<file path="src/rtl/core/gnfa_pkg.sv">
// Package for the grouped next-fit bitmap allocator.
// Transfer payload types, field widths, operation and status codes, table update struct.
// No dependencies.
package gnfa_pkg;

   localparam int UNIT_W    = 12;
   localparam int GCOUNT_W  = 5;
   localparam int LGU_W     = 9;
   localparam int CSR_W     = 9;
   localparam int STATUS_W  = 2;
   localparam int UPD_GRP_W = 8;
   localparam int UPD_CNT_W = 17;
   localparam int UPD_POS_W = 16;

   localparam logic ACT_ALLOC = 1'b0;
   localparam logic ACT_FREE  = 1'b1;

   localparam logic CSR_GROUP_COUNT = 1'b0;
   localparam logic CSR_LAST_UNITS  = 1'b1;

   localparam logic [STATUS_W-1:0] ST_OK       = 2'd0;
   localparam logic [STATUS_W-1:0] ST_NO_SPACE = 2'd1;
   localparam logic [STATUS_W-1:0] ST_RANGE    = 2'd2;

   typedef struct packed {
      logic              action;
      logic [UNIT_W-1:0] unit_number;
   } req_payload_type;

   typedef struct packed {
      logic [STATUS_W-1:0] status;
      logic [UNIT_W-1:0]   allocated_unit;
   } rsp_payload_type;

   typedef struct packed {
      logic                 cnt_we;
      logic                 pos_we;
      logic [UPD_GRP_W-1:0] grp;
      logic [UPD_CNT_W-1:0] cnt;
      logic [UPD_POS_W-1:0] pos;
   } grp_upd_type;

endpackage

</file>
<file path="src/rtl/core/gnfa_bitmap_ram.sv">
// Bitmap word memory with a registered read port and one write port.
// Per-word valid bits make unwritten words read as zero after a clear. Uses gnfa_pkg.
module gnfa_bitmap_ram
   import gnfa_pkg::*;
#(
   parameter int DEPTH     = 128,
   parameter int WORD_BITS = 32
) (
   input  logic                     clock,
   input  logic                     reset,
   input  logic                     clear,
   input  logic [$clog2(DEPTH)-1:0] rd_addr,
   output logic [WORD_BITS-1:0]     rd_data,
   input  logic                     wr_en,
   input  logic [$clog2(DEPTH)-1:0] wr_addr,
   input  logic [WORD_BITS-1:0]     wr_data
);

   logic [WORD_BITS-1:0] mem [DEPTH];
   logic [DEPTH-1:0]     vld_ff;
   logic [WORD_BITS-1:0] rdata_ff;
   logic                 rvld_ff;

   always_ff @(posedge clock) begin
      if (wr_en) begin
         mem[wr_addr] <= wr_data;
      end
      rdata_ff <= mem[rd_addr];
   end

   always_ff @(posedge clock) begin
      if (reset || clear) begin
         vld_ff  <= '0;
         rvld_ff <= 1'b0;
      end else begin
         rvld_ff <= vld_ff[rd_addr];
         if (wr_en) begin
            vld_ff[wr_addr] <= 1'b1;
         end
      end
   end

   assign rd_data = rvld_ff ? rdata_ff : '0;

endmodule

</file>
<file path="src/rtl/core/gnfa_group_table.sv">
// Per-group free count and next-fit position.
// Reinitialized from the group configuration on init. Uses gnfa_pkg.
module gnfa_group_table
   import gnfa_pkg::*;
#(
   parameter int GROUPS          = 16,
   parameter int UNITS_PER_GROUP = 256
) (
   input  logic                                    clock,
   input  logic                                    init,
   input  logic [GCOUNT_W-1:0]                     group_count,
   input  logic [LGU_W-1:0]                        last_units,
   input  logic [(GROUPS > 1 ? $clog2(GROUPS) : 1)-1:0] rd_grp,
   output logic [$clog2(UNITS_PER_GROUP+1)-1:0]    rd_cnt,
   output logic [$clog2(UNITS_PER_GROUP)-1:0]      rd_pos,
   input  grp_upd_type                             upd
);

   localparam int GW  = GROUPS > 1 ? $clog2(GROUPS) : 1;
   localparam int SZW = $clog2(UNITS_PER_GROUP + 1);
   localparam int PW  = $clog2(UNITS_PER_GROUP);
   localparam int CW  = (GW > GCOUNT_W ? GW : GCOUNT_W) + 1;
   localparam int LW  = SZW > LGU_W ? SZW : LGU_W;

   logic [SZW-1:0] cnt_ff [GROUPS];
   logic [PW-1:0]  pos_ff [GROUPS];
   logic [GW-1:0]  ugrp;

   assign ugrp   = GW'(upd.grp);
   assign rd_cnt = cnt_ff[rd_grp];
   assign rd_pos = pos_ff[rd_grp];

   always_ff @(posedge clock) begin
      if (init) begin
         for (int g = 0; g < GROUPS; g++) begin
            if (CW'(g) >= CW'(group_count)) begin
               cnt_ff[g] <= '0;
            end else if (CW'(g) + CW'(1) == CW'(group_count)) begin
               cnt_ff[g] <= SZW'(LW'(last_units));
            end else begin
               cnt_ff[g] <= SZW'(UNITS_PER_GROUP);
            end
            pos_ff[g] <= '0;
         end
      end else begin
         if (upd.cnt_we) begin
            cnt_ff[ugrp] <= SZW'(upd.cnt);
         end
         if (upd.pos_we) begin
            pos_ff[ugrp] <= PW'(upd.pos);
         end
      end
   end

endmodule

</file>
<file path="src/rtl/core/grouped_next_fit_bitmap_allocator_top.sv">
// Top level of the grouped next-fit bitmap allocator: sequencer and registers.
// Uses gnfa_pkg, gnfa_bitmap_ram and gnfa_group_table.
//
// Usage: each req transfer (action, unit_number) yields exactly one rsp transfer
// (status, allocated_unit), in order. req_stall is high while a request is in
// progress; one request is worked on at a time.
// Free: range check, word read, then write, before the result register; an
// out-of-range unit goes from the range check straight to the result.
// Allocate: a table check per group visited plus a read and a check per bitmap
// word, then the result hand-over; a group with zero free count costs only its
// table check. The single bitmap memory port sets the scan speed.
// The result sits in an output register; a new request is accepted while it waits
// for the receiver. If rsp_stall holds it, the next finished result waits inside
// the sequencer until the register frees up.
// csr writes (group_count, last_group_units) are taken at any edge with csr_write;
// values saturate into range and the whole store is reinitialized.
// Reset is synchronous. After reset and after each csr write, reinitialization
// runs with req_stall high; current group returns to 0.
module grouped_next_fit_bitmap_allocator_top
   import gnfa_pkg::*;
#(
   parameter int GROUPS          = 16,
   parameter int UNITS_PER_GROUP = 256,
   parameter int WORD_BITS       = 32
) (
   input  logic            clock,
   input  logic            reset,
   input  logic            req_valid,
   output logic            req_stall,
   input  req_payload_type req_payload,
   output logic            rsp_valid,
   input  logic            rsp_stall,
   output rsp_payload_type rsp_payload,
   input  logic            csr_write,
   input  logic            csr_index,
   input  logic [CSR_W-1:0] csr_wdata
);

   localparam int WPG   = (UNITS_PER_GROUP + WORD_BITS - 1) / WORD_BITS;
   localparam int DEPTH = GROUPS * WPG;
   localparam int AW    = DEPTH > 1 ? $clog2(DEPTH) : 1;
   localparam int GW    = GROUPS > 1 ? $clog2(GROUPS) : 1;
   localparam int WIW   = WPG > 1 ? $clog2(WPG) : 1;
   localparam int JW    = $clog2(WORD_BITS);
   localparam int SZW   = $clog2(UNITS_PER_GROUP + 1);
   localparam int PW    = $clog2(UNITS_PER_GROUP);
   localparam int EW    = $clog2(UNITS_PER_GROUP + WORD_BITS);
   localparam int CW    = (GW > GCOUNT_W ? GW : GCOUNT_W) + 1;
   localparam int LW    = (SZW > LGU_W ? SZW : LGU_W) + 1;
   localparam int BW    = SZW > UNIT_W ? SZW : UNIT_W;
   localparam int UW    = (GW + SZW > UNIT_W) ? GW + SZW : UNIT_W;
   localparam int GC_RST  = GROUPS < 16 ? GROUPS : 16;
   localparam int LGU_RST = UNITS_PER_GROUP < 256 ? UNITS_PER_GROUP : 256;

   typedef enum logic [5:0] {
      S_IDLE = 6'b000001,
      S_GRP  = 6'b000010,
      S_FREE = 6'b000100,
      S_RD   = 6'b001000,
      S_CHK  = 6'b010000,
      S_DONE = 6'b100000
   } state_type;

   state_type           state_ff, state_in;
   logic                reinit_ff;
   logic [GCOUNT_W-1:0] gc_ff;
   logic [LGU_W-1:0]    lgu_ff;
   logic [GW-1:0]       cur_ff, cur_in, start_ff, start_in, fgrp_ff, fgrp_in;
   logic                retry_ff, retry_in;
   logic                act_ff, act_in;
   logic [UNIT_W-1:0]   unit_ff, unit_in;
   logic [WIW-1:0]      word_ff, word_in;
   logic [JW-1:0]       fbit_ff, fbit_in;
   rsp_payload_type     res_ff, res_in;
   logic                rsp_valid_ff;
   rsp_payload_type     rsp_ff;

   logic [GW-1:0]          tbl_grp, nxt_grp;
   logic [SZW-1:0]         rd_cnt, size_cur, size_f;
   logic [PW-1:0]          rd_pos, found_b;
   grp_upd_type            upd;
   logic [AW-1:0]          mem_addr;
   logic [WORD_BITS-1:0]   rd_data, wr_data;
   logic                   wr_en;
   logic [EW-1:0]          base;
   logic [EW:0]            next_base;
   logic [WORD_BITS-1:0]   avail;
   logic                   hit;
   logic [JW-1:0]          jsel;
   logic                   fail_grp;
   logic [UNIT_W-1:0]      fg_full;
   logic [BW-1:0]          fb_full;
   logic                   f_range_bad;
   logic [UW-1:0]          given;
   logic                   out_free;
   logic [LW-1:0]          lgu_cand;
   logic [CW-1:0]          gc_cand;

   function automatic logic [SZW-1:0] gsize(input logic [GW-1:0] g,
                                            input logic [GCOUNT_W-1:0] gc,
                                            input logic [LGU_W-1:0] lgu);
      logic [SZW-1:0] s;
      if (CW'(g) >= CW'(gc)) begin
         s = '0;
      end else if (CW'(g) + CW'(1) == CW'(gc)) begin
         s = SZW'(lgu);
      end else begin
         s = SZW'(UNITS_PER_GROUP);
      end
      return s;
   endfunction

   gnfa_bitmap_ram #(
      .DEPTH     (DEPTH),
      .WORD_BITS (WORD_BITS)
   ) u_ram (
      .clock   (clock),
      .reset   (reset),
      .clear   (reinit_ff),
      .rd_addr (mem_addr),
      .rd_data (rd_data),
      .wr_en   (wr_en),
      .wr_addr (mem_addr),
      .wr_data (wr_data)
   );

   gnfa_group_table #(
      .GROUPS          (GROUPS),
      .UNITS_PER_GROUP (UNITS_PER_GROUP)
   ) u_table (
      .clock       (clock),
      .init        (reinit_ff),
      .group_count (gc_ff),
      .last_units  (lgu_ff),
      .rd_grp      (tbl_grp),
      .rd_cnt      (rd_cnt),
      .rd_pos      (rd_pos),
      .upd         (upd)
   );

   assign tbl_grp  = (act_ff == ACT_FREE) ? fgrp_ff : cur_ff;
   assign mem_addr = AW'(tbl_grp) * AW'(WPG) + AW'(word_ff);
   assign size_cur = gsize(cur_ff, gc_ff, lgu_ff);

   // free target decode
   assign fg_full     = UNIT_W'(unit_ff / UNITS_PER_GROUP);
   assign fb_full     = BW'(unit_ff % UNITS_PER_GROUP);
   assign size_f      = gsize(GW'(fg_full), gc_ff, lgu_ff);
   assign f_range_bad = (CW'(fg_full) >= CW'(gc_ff)) || (fb_full >= BW'(size_f));

   // scan of the current word
   assign base      = EW'(word_ff) * EW'(WORD_BITS);
   assign next_base = (EW + 1)'(base) + (EW + 1)'(WORD_BITS);

   always_comb begin
      for (int j = 0; j < WORD_BITS; j++) begin
         avail[j] = !rd_data[j] && (base + EW'(j) >= EW'(rd_pos))
                    && (base + EW'(j) < EW'(size_cur));
      end
   end

   always_comb begin
      hit  = 1'b0;
      jsel = '0;
      for (int j = WORD_BITS - 1; j >= 0; j--) begin
         if (avail[j]) begin
            hit  = 1'b1;
            jsel = JW'(j);
         end
      end
   end

   assign found_b = PW'(base + EW'(jsel));
   assign given   = UW'(cur_ff) * UW'(UNITS_PER_GROUP) + UW'(found_b);
   assign nxt_grp = (CW'(cur_ff) + CW'(1) == CW'(gc_ff)) ? '0 : GW'(CW'(cur_ff) + CW'(1));
   assign out_free = !rsp_valid_ff || !rsp_stall;

   always_comb begin
      state_in = state_ff;
      cur_in   = cur_ff;
      start_in = start_ff;
      retry_in = retry_ff;
      act_in   = act_ff;
      unit_in  = unit_ff;
      word_in  = word_ff;
      fbit_in  = fbit_ff;
      fgrp_in  = fgrp_ff;
      res_in   = res_ff;
      upd      = '0;
      upd.grp  = UPD_GRP_W'(tbl_grp);
      wr_en    = 1'b0;
      wr_data  = rd_data;
      fail_grp = 1'b0;
      case (state_ff)
         S_IDLE: begin
            if (req_valid && !reinit_ff) begin
               act_in   = req_payload.action;
               unit_in  = req_payload.unit_number;
               start_in = cur_ff;
               retry_in = 1'b0;
               state_in = (req_payload.action == ACT_FREE) ? S_FREE : S_GRP;
            end
         end
         S_GRP: begin
            if (rd_cnt == '0) begin
               fail_grp = 1'b1;
            end else if (SZW'(rd_pos) >= size_cur) begin
               upd.pos_we = 1'b1;
               fail_grp   = 1'b1;
            end else begin
               word_in  = WIW'(rd_pos / WORD_BITS);
               state_in = S_RD;
            end
         end
         S_FREE: begin
            if (f_range_bad) begin
               res_in.status         = ST_RANGE;
               res_in.allocated_unit = '0;
               state_in              = S_DONE;
            end else begin
               fgrp_in  = GW'(fg_full);
               word_in  = WIW'(fb_full / WORD_BITS);
               fbit_in  = JW'(fb_full % WORD_BITS);
               state_in = S_RD;
            end
         end
         S_RD: begin
            state_in = S_CHK;
         end
         S_CHK: begin
            if (act_ff == ACT_FREE) begin
               if (rd_data[fbit_ff]) begin
                  wr_en   = 1'b1;
                  wr_data = rd_data & ~(WORD_BITS'(1) << fbit_ff);
                  upd.cnt_we = 1'b1;
                  upd.cnt    = UPD_CNT_W'(rd_cnt) + UPD_CNT_W'(1);
               end
               res_in.status         = ST_OK;
               res_in.allocated_unit = '0;
               state_in              = S_DONE;
            end else if (hit) begin
               wr_en      = 1'b1;
               wr_data    = rd_data | (WORD_BITS'(1) << jsel);
               upd.cnt_we = 1'b1;
               upd.cnt    = UPD_CNT_W'(rd_cnt - SZW'(1));
               upd.pos_we = 1'b1;
               upd.pos    = UPD_POS_W'(found_b);
               res_in.status         = ST_OK;
               res_in.allocated_unit = UNIT_W'(given);
               state_in              = S_DONE;
            end else if (next_base >= (EW + 1)'(size_cur)) begin
               upd.pos_we = 1'b1;
               fail_grp   = 1'b1;
            end else begin
               word_in  = word_ff + WIW'(1);
               state_in = S_RD;
            end
         end
         S_DONE: begin
            if (out_free) begin
               state_in = S_IDLE;
            end
         end
         default: begin
            state_in = S_IDLE;
         end
      endcase
      if (fail_grp) begin
         if (retry_ff) begin
            res_in.status         = ST_NO_SPACE;
            res_in.allocated_unit = '0;
            state_in              = S_DONE;
         end else begin
            cur_in   = nxt_grp;
            state_in = S_GRP;
            if (nxt_grp == start_ff) begin
               retry_in = 1'b1;
            end
         end
      end
   end

   assign req_stall = (state_ff != S_IDLE) || reinit_ff;

   always_ff @(posedge clock) begin
      if (reset) begin
         state_ff     <= S_IDLE;
         reinit_ff    <= 1'b1;
         gc_ff        <= GCOUNT_W'(GC_RST);
         lgu_ff       <= LGU_W'(LGU_RST);
         cur_ff       <= '0;
         retry_ff     <= 1'b0;
         act_ff       <= ACT_ALLOC;
         rsp_valid_ff <= 1'b0;
      end else begin
         state_ff  <= state_in;
         retry_ff  <= retry_in;
         act_ff    <= act_in;
         reinit_ff <= csr_write;
         cur_ff    <= reinit_ff ? '0 : cur_in;
         if (csr_write) begin
            if (csr_index == CSR_GROUP_COUNT) begin
               gc_ff <= GCOUNT_W'(gc_cand);
            end else begin
               lgu_ff <= LGU_W'(lgu_cand);
            end
         end
         if (state_ff == S_DONE && out_free) begin
            rsp_valid_ff <= 1'b1;
         end else if (!rsp_stall) begin
            rsp_valid_ff <= 1'b0;
         end
      end
   end

   always_comb begin
      gc_cand = CW'(csr_wdata[GCOUNT_W-1:0]);
      if (gc_cand == '0) begin
         gc_cand = CW'(1);
      end else if (gc_cand > CW'(GROUPS)) begin
         gc_cand = CW'(GROUPS);
      end
      lgu_cand = LW'(csr_wdata[LGU_W-1:0]);
      if (lgu_cand == '0) begin
         lgu_cand = LW'(1);
      end else if (lgu_cand > LW'(UNITS_PER_GROUP)) begin
         lgu_cand = LW'(UNITS_PER_GROUP);
      end
   end

   always_ff @(posedge clock) begin
      start_ff <= start_in;
      unit_ff  <= unit_in;
      word_ff  <= word_in;
      fbit_ff  <= fbit_in;
      fgrp_ff  <= fgrp_in;
      res_ff   <= res_in;
      if (state_ff == S_DONE && out_free) begin
         rsp_ff <= res_ff;
      end
   end

   assign rsp_valid   = rsp_valid_ff;
   assign rsp_payload = rsp_ff;

endmodule

</file>
<file path="config.mk">
export PLATFORM = sky130hd
export DESIGN_NAME = grouped_next_fit_bitmap_allocator_top
export DESIGN_NICKNAME = d
export VERILOG_FILES = /design/src/rtl/core/gnfa_pkg.sv /design/src/rtl/core/gnfa_bitmap_ram.sv /design/src/rtl/core/gnfa_group_table.sv /design/src/rtl/core/grouped_next_fit_bitmap_allocator_top.sv
export SDC_FILE = /design/constraint.sdc
export NUM_CORES = 2
export LEC_CHECK = 0
export BUFFER_PORTS_ARGS = -buffer_cell sky130_fd_sc_hd__buf_2
export CELL_PAD_IN_SITES_DETAIL_PLACEMENT = 0
export CELL_PAD_IN_SITES_GLOBAL_PLACEMENT = 1
export CORE_AREA = 3 3 600 602
export DETAILED_ROUTE_END_ITERATION = 6
export DIE_AREA = 0 0 603 605
export PLACE_DENSITY = 0.76
export SETUP_SLACK_MARGIN = 0.4
export SYNTH_ARGS = -nofsm -noshare
export SYNTH_HDL_FRONTEND = slang
export SYNTH_MEMORY_MAX_BITS = 65536
export SYNTH_SLANG_ARGS = --single-unit
export TNS_END_PERCENT = 20
</file>
<file path="constraint.sdc">
create_clock -name clock -period 17.8 [get_ports clock]
set_input_delay 3.56 -clock clock [delete_from_list [all_inputs] [get_ports clock]]
set_output_delay 3.56 -clock clock [all_outputs]
set_load 0.01 [all_outputs]
</file>
==> flow_metrics.env <==
export IMPL_cts_sinks=4613
export IMPL_ctsHoldBuffers=0
export IMPL_post_dp_cell_area_sq_um=182000
export IMPL_cts_resized=0
export IMPL_vias=107000
export IMPL_synthArstFlopShare=0
export IMPL_hold_violations=0
export IMPL_violations="design-rule violations, max-capacitance violations, max-slew violations"
export IMPL_drive_gt1_frac=0.140
export IMPL_seq_area_frac_synth=0.787
export IMPL_clk_pin_slew_ns=0.06
export IMPL_finalNetCount=10400
export IMPL_layout_setup_ws_ns=7.42
export IMPL_ir_worst_vdd_mv=0.0896
export IMPL_critPathMaxFanout=95
export IMPL_yosysUniqueCellTypes=103
export IMPL_setup_violations=0
export IMPL_cts_path_max_buffers=4
export IMPL_netlist_instances=10100
export IMPL_post_cts_buffers=0
export IMPL_multiInputGateArea_sq_um=35600
export IMPL_cp_arrival_ns=10.94
export IMPL_start_util=0.488
export IMPL_synth_edf_count=4410
export IMPL_reg2reg_from="cur_ff[0]"
export IMPL_avgSynthCellArea_sq_um=17.2
export IMPL_h_tree_depth=5
export IMPL_drt_total_wl_um=581000
export IMPL_yosysWarnings=0
export IMPL_fin_area_sq_um=196000
export IMPL_synth_area_leaders="edfxtp_1, a22oi_1, a22o_1, dfxtp_1, a221oi_1"
export IMPL_worst_clock_skew_ns=0.0891
export IMPL_core_area_sq_um=355000
export IMPL_via_per_inst=6.94
export IMPL_fmax_mhz=96.3
export IMPL_drcViolationCount=3
export IMPL_leakagePower_uw=0.0686
export IMPL_gp_congestion=0.953
export IMPL_synth_top_area_frac=0.763
export IMPL_power_density_nw_per_um2=112
export IMPL_power_uw=21900
export IMPL_period_share=0.583
export IMPL_end_kind="flop"
export IMPL_grt_remaining_overflow=0
export IMPL_grt_pass1_vias=101000
export IMPL_syn_num_nets=10200
export IMPL_placed_cells=14600
export IMPL_critical_path_required_ns=18.36
export IMPL_fillers=26800
export IMPL_yosysTopAreaCell="edfxtp_1"
export IMPL_min_delay_path_class="flop to flop"
export IMPL_area_growth_pct=13.2
export IMPL_syn_area_sq_um=174000
export IMPL_antenna_left=0
export IMPL_hpwl_um=342000
export IMPL_cts_buffers=436
export IMPL_fin_crit_ns=10.38
export IMPL_port_buffers=43
export IMPL_slew_violations=2
export IMPL_cts_tree="yes"
export IMPL_design_die_area_sq_um=365000
export IMPL_grt_pass1_wl_um=800000
export IMPL_clk_latency_ns=1.01
export IMPL_layout_area_seq_sq_um=136000
export IMPL_dr_pass1_iters=7
export IMPL_tightest_slew_ns=1.52
export IMPL_outcome="finished with violations"
export IMPL_slew_headroom=-0.0173
export IMPL_tns_ns=0
export IMPL_cp_startpoint="cur_ff[0]"
export IMPL_die_h_um=605
export IMPL_maxCapViolations=1
export IMPL_final_cells=15400
export IMPL_io_pins=44
export IMPL_grt_max_degree=97
export IMPL_drt_iter0_drc=18300
export IMPL_grt_usage=0.310
export IMPL_synth_flop_cell="edfxtp_1"
export IMPL_wire_per_inst_um=37.7
export IMPL_rsz0062_at_grt="no"
export IMPL_row_count=219
export IMPL_antenna_found_initial=32
export IMPL_critPathLaunchType="flop"
export IMPL_yosys_register_bits=4613
export IMPL_die_w_um=603
export IMPL_cts_root_buffer="clkbuf_16"
export IMPL_dp_worst_setup_slack_ns=7.67
export IMPL_hp_start="res_ff[12]"
export IMPL_critPathKind="flop to flop"
## cell type report
class / instances / area share
flip-flops and latches: 4613 / 0.695
multi-input cells: 4690 / 0.181
clock buffers: 583 / 0.0610
well taps: 4751 / 0.0303
repair buffers: 495 / 0.0196
clock inverters: 216 / 0.0113
inverters: 51 / 0.000975
diodes: 25 / 0.000319
## synth_stat cells (16+ instances only)
cell type / instances
edfxtp_1: 4410
a22oi_1: 1379
a22o_1: 508
clkbuf_1: 480
nor2_1: 400
a221oi_1: 393
a31oi_1: 327
nand2_1: 206
dfxtp_1: 203
buf_1: 194
nand4_1: 189
o21a_1: 145
a21oi_1: 133
o21ai_0: 106
a41oi_1: 100
nor4_1: 73
mux4_2: 57
nand3_1: 54
nor3_1: 51
inv_1: 49
buf_2: 42
ha_1: 42
nor2_2: 41
o31ai_1: 40
a21o_1: 31
nand2b_1: 29
nor3b_1: 25
and2_1: 22
o22ai_1: 20
and3_1: 19
o2111ai_1: 19
or2_2: 19
o211ai_1: 17
o21bai_1: 16
## path summary, 6_finish.rpt
kind / depth (start not counted) / endpoint / slack, ns
worst min-delay path: 0 / rsp_payload[12] / 0.45
worst max register to register: 21 / u_ram.mem[106][24] / 7.42
worst min register to register: 0 / rsp_payload[12] / 0.45
worst max-delay path: 21 / u_ram.mem[106][24] / 7.42
## per-layer routing
| layer | track usage | wire [um] |
|---|---|---|
| met5 | 0 | 120 |
| met4 | 0.178 | 39600 |
| met3 | 0.0847 | 76700 |
| met2 | 0.468 | 260000 |
| met1 | 0.407 | 204000 |
## flip-flops by register name, indices dropped and copies added (netlist names), 3 cells and up
register and count:
u_ram.vld_ff 128, cur_ff 4, gc_ff 5, u_table.cnt_ff 144, res_ff 14, start_ff 4, u_ram.mem 4096, u_ram.rdata_ff 32
unit_ff 12, word_ff 3, rsp_payload 14, fbit_ff 5, state_ff 6, u_table.pos_ff 128, fgrp_ff 4, lgu_ff 9
## critical path: stages, from the launching register on
cell and delay [ns]:
dfxtp_1 0.89, inv_1 0.16, ha_1 0.33, nor3b_1 0.20, o21ai_0 0.29, and2_1 0.39, nor2_1 0.84, nand2_1 0.32
ha_1 0.40, nand3b_1 0.29, nand3_1 0.31, o211ai_1 0.14, o31ai_1 1.06, a211oi_1 0.19, o211ai_1 0.21, nand2_1 0.18
o2111a_1 0.32, o31ai_1 0.31, a211oi_2 0.32, or3b_1 0.60, o21ai_4 0.99, buf_4 1.01
## through the flow
stage | hold WS, ns | util
after global routing | 0.457 | 0.552
after global placement | 0.416 | 0.512
after floorplan | 0.408 | -
after CTS | 0.451 | 0.552
final | 0.447 | 0.553
after detailed placement | 0.421 | 0.512
## kinds of logic after synthesis
group / Yosys count / share of synthesized area
adder cells (fa/ha/maj): 42 / 0.00303
buffers and inverters: 789 / 0.0181
AND/OR/NAND/NOR: 1208 / 0.0355
flip-flops: 4613 / 0.787
XOR/XNOR: 26 / 0.00139
AO/OA/AOI/OAI: 3351 / 0.148
multiplexers: 63 / 0.00782
## power breakdown
group / switching [uW] / total (uW) / internal (uW) / leakage [uW]
Clock: 4020 / 9260 / 5240 / 0.00692
Combinational: 619 / 786 / 167 / 0.00954
Sequential: 67.6 / 11900 / 11800 / 0.0521
## cells in the final DEF, fill, tap and decap left out, types with 99 or more instances in the layout
cell type  Yosys  final
a22o_1       508    506
a31oi_1      327    318
clkbuf_1     480    104
nor2_1       400    288
nand4_1      189    189
a221oi_1     393    393
buf_4         10    431
edfxtp_1    4410   4410
a41oi_1      100     99
a22oi_1     1379   1378
a21oi_1      133    129
clkbuf_16      0    443
nand2_1      206    189
o21a_1       145    145
dfxtp_1      203    202
nor2_4         1    131
Note: power is estimated with default switching activity, not from simulation.
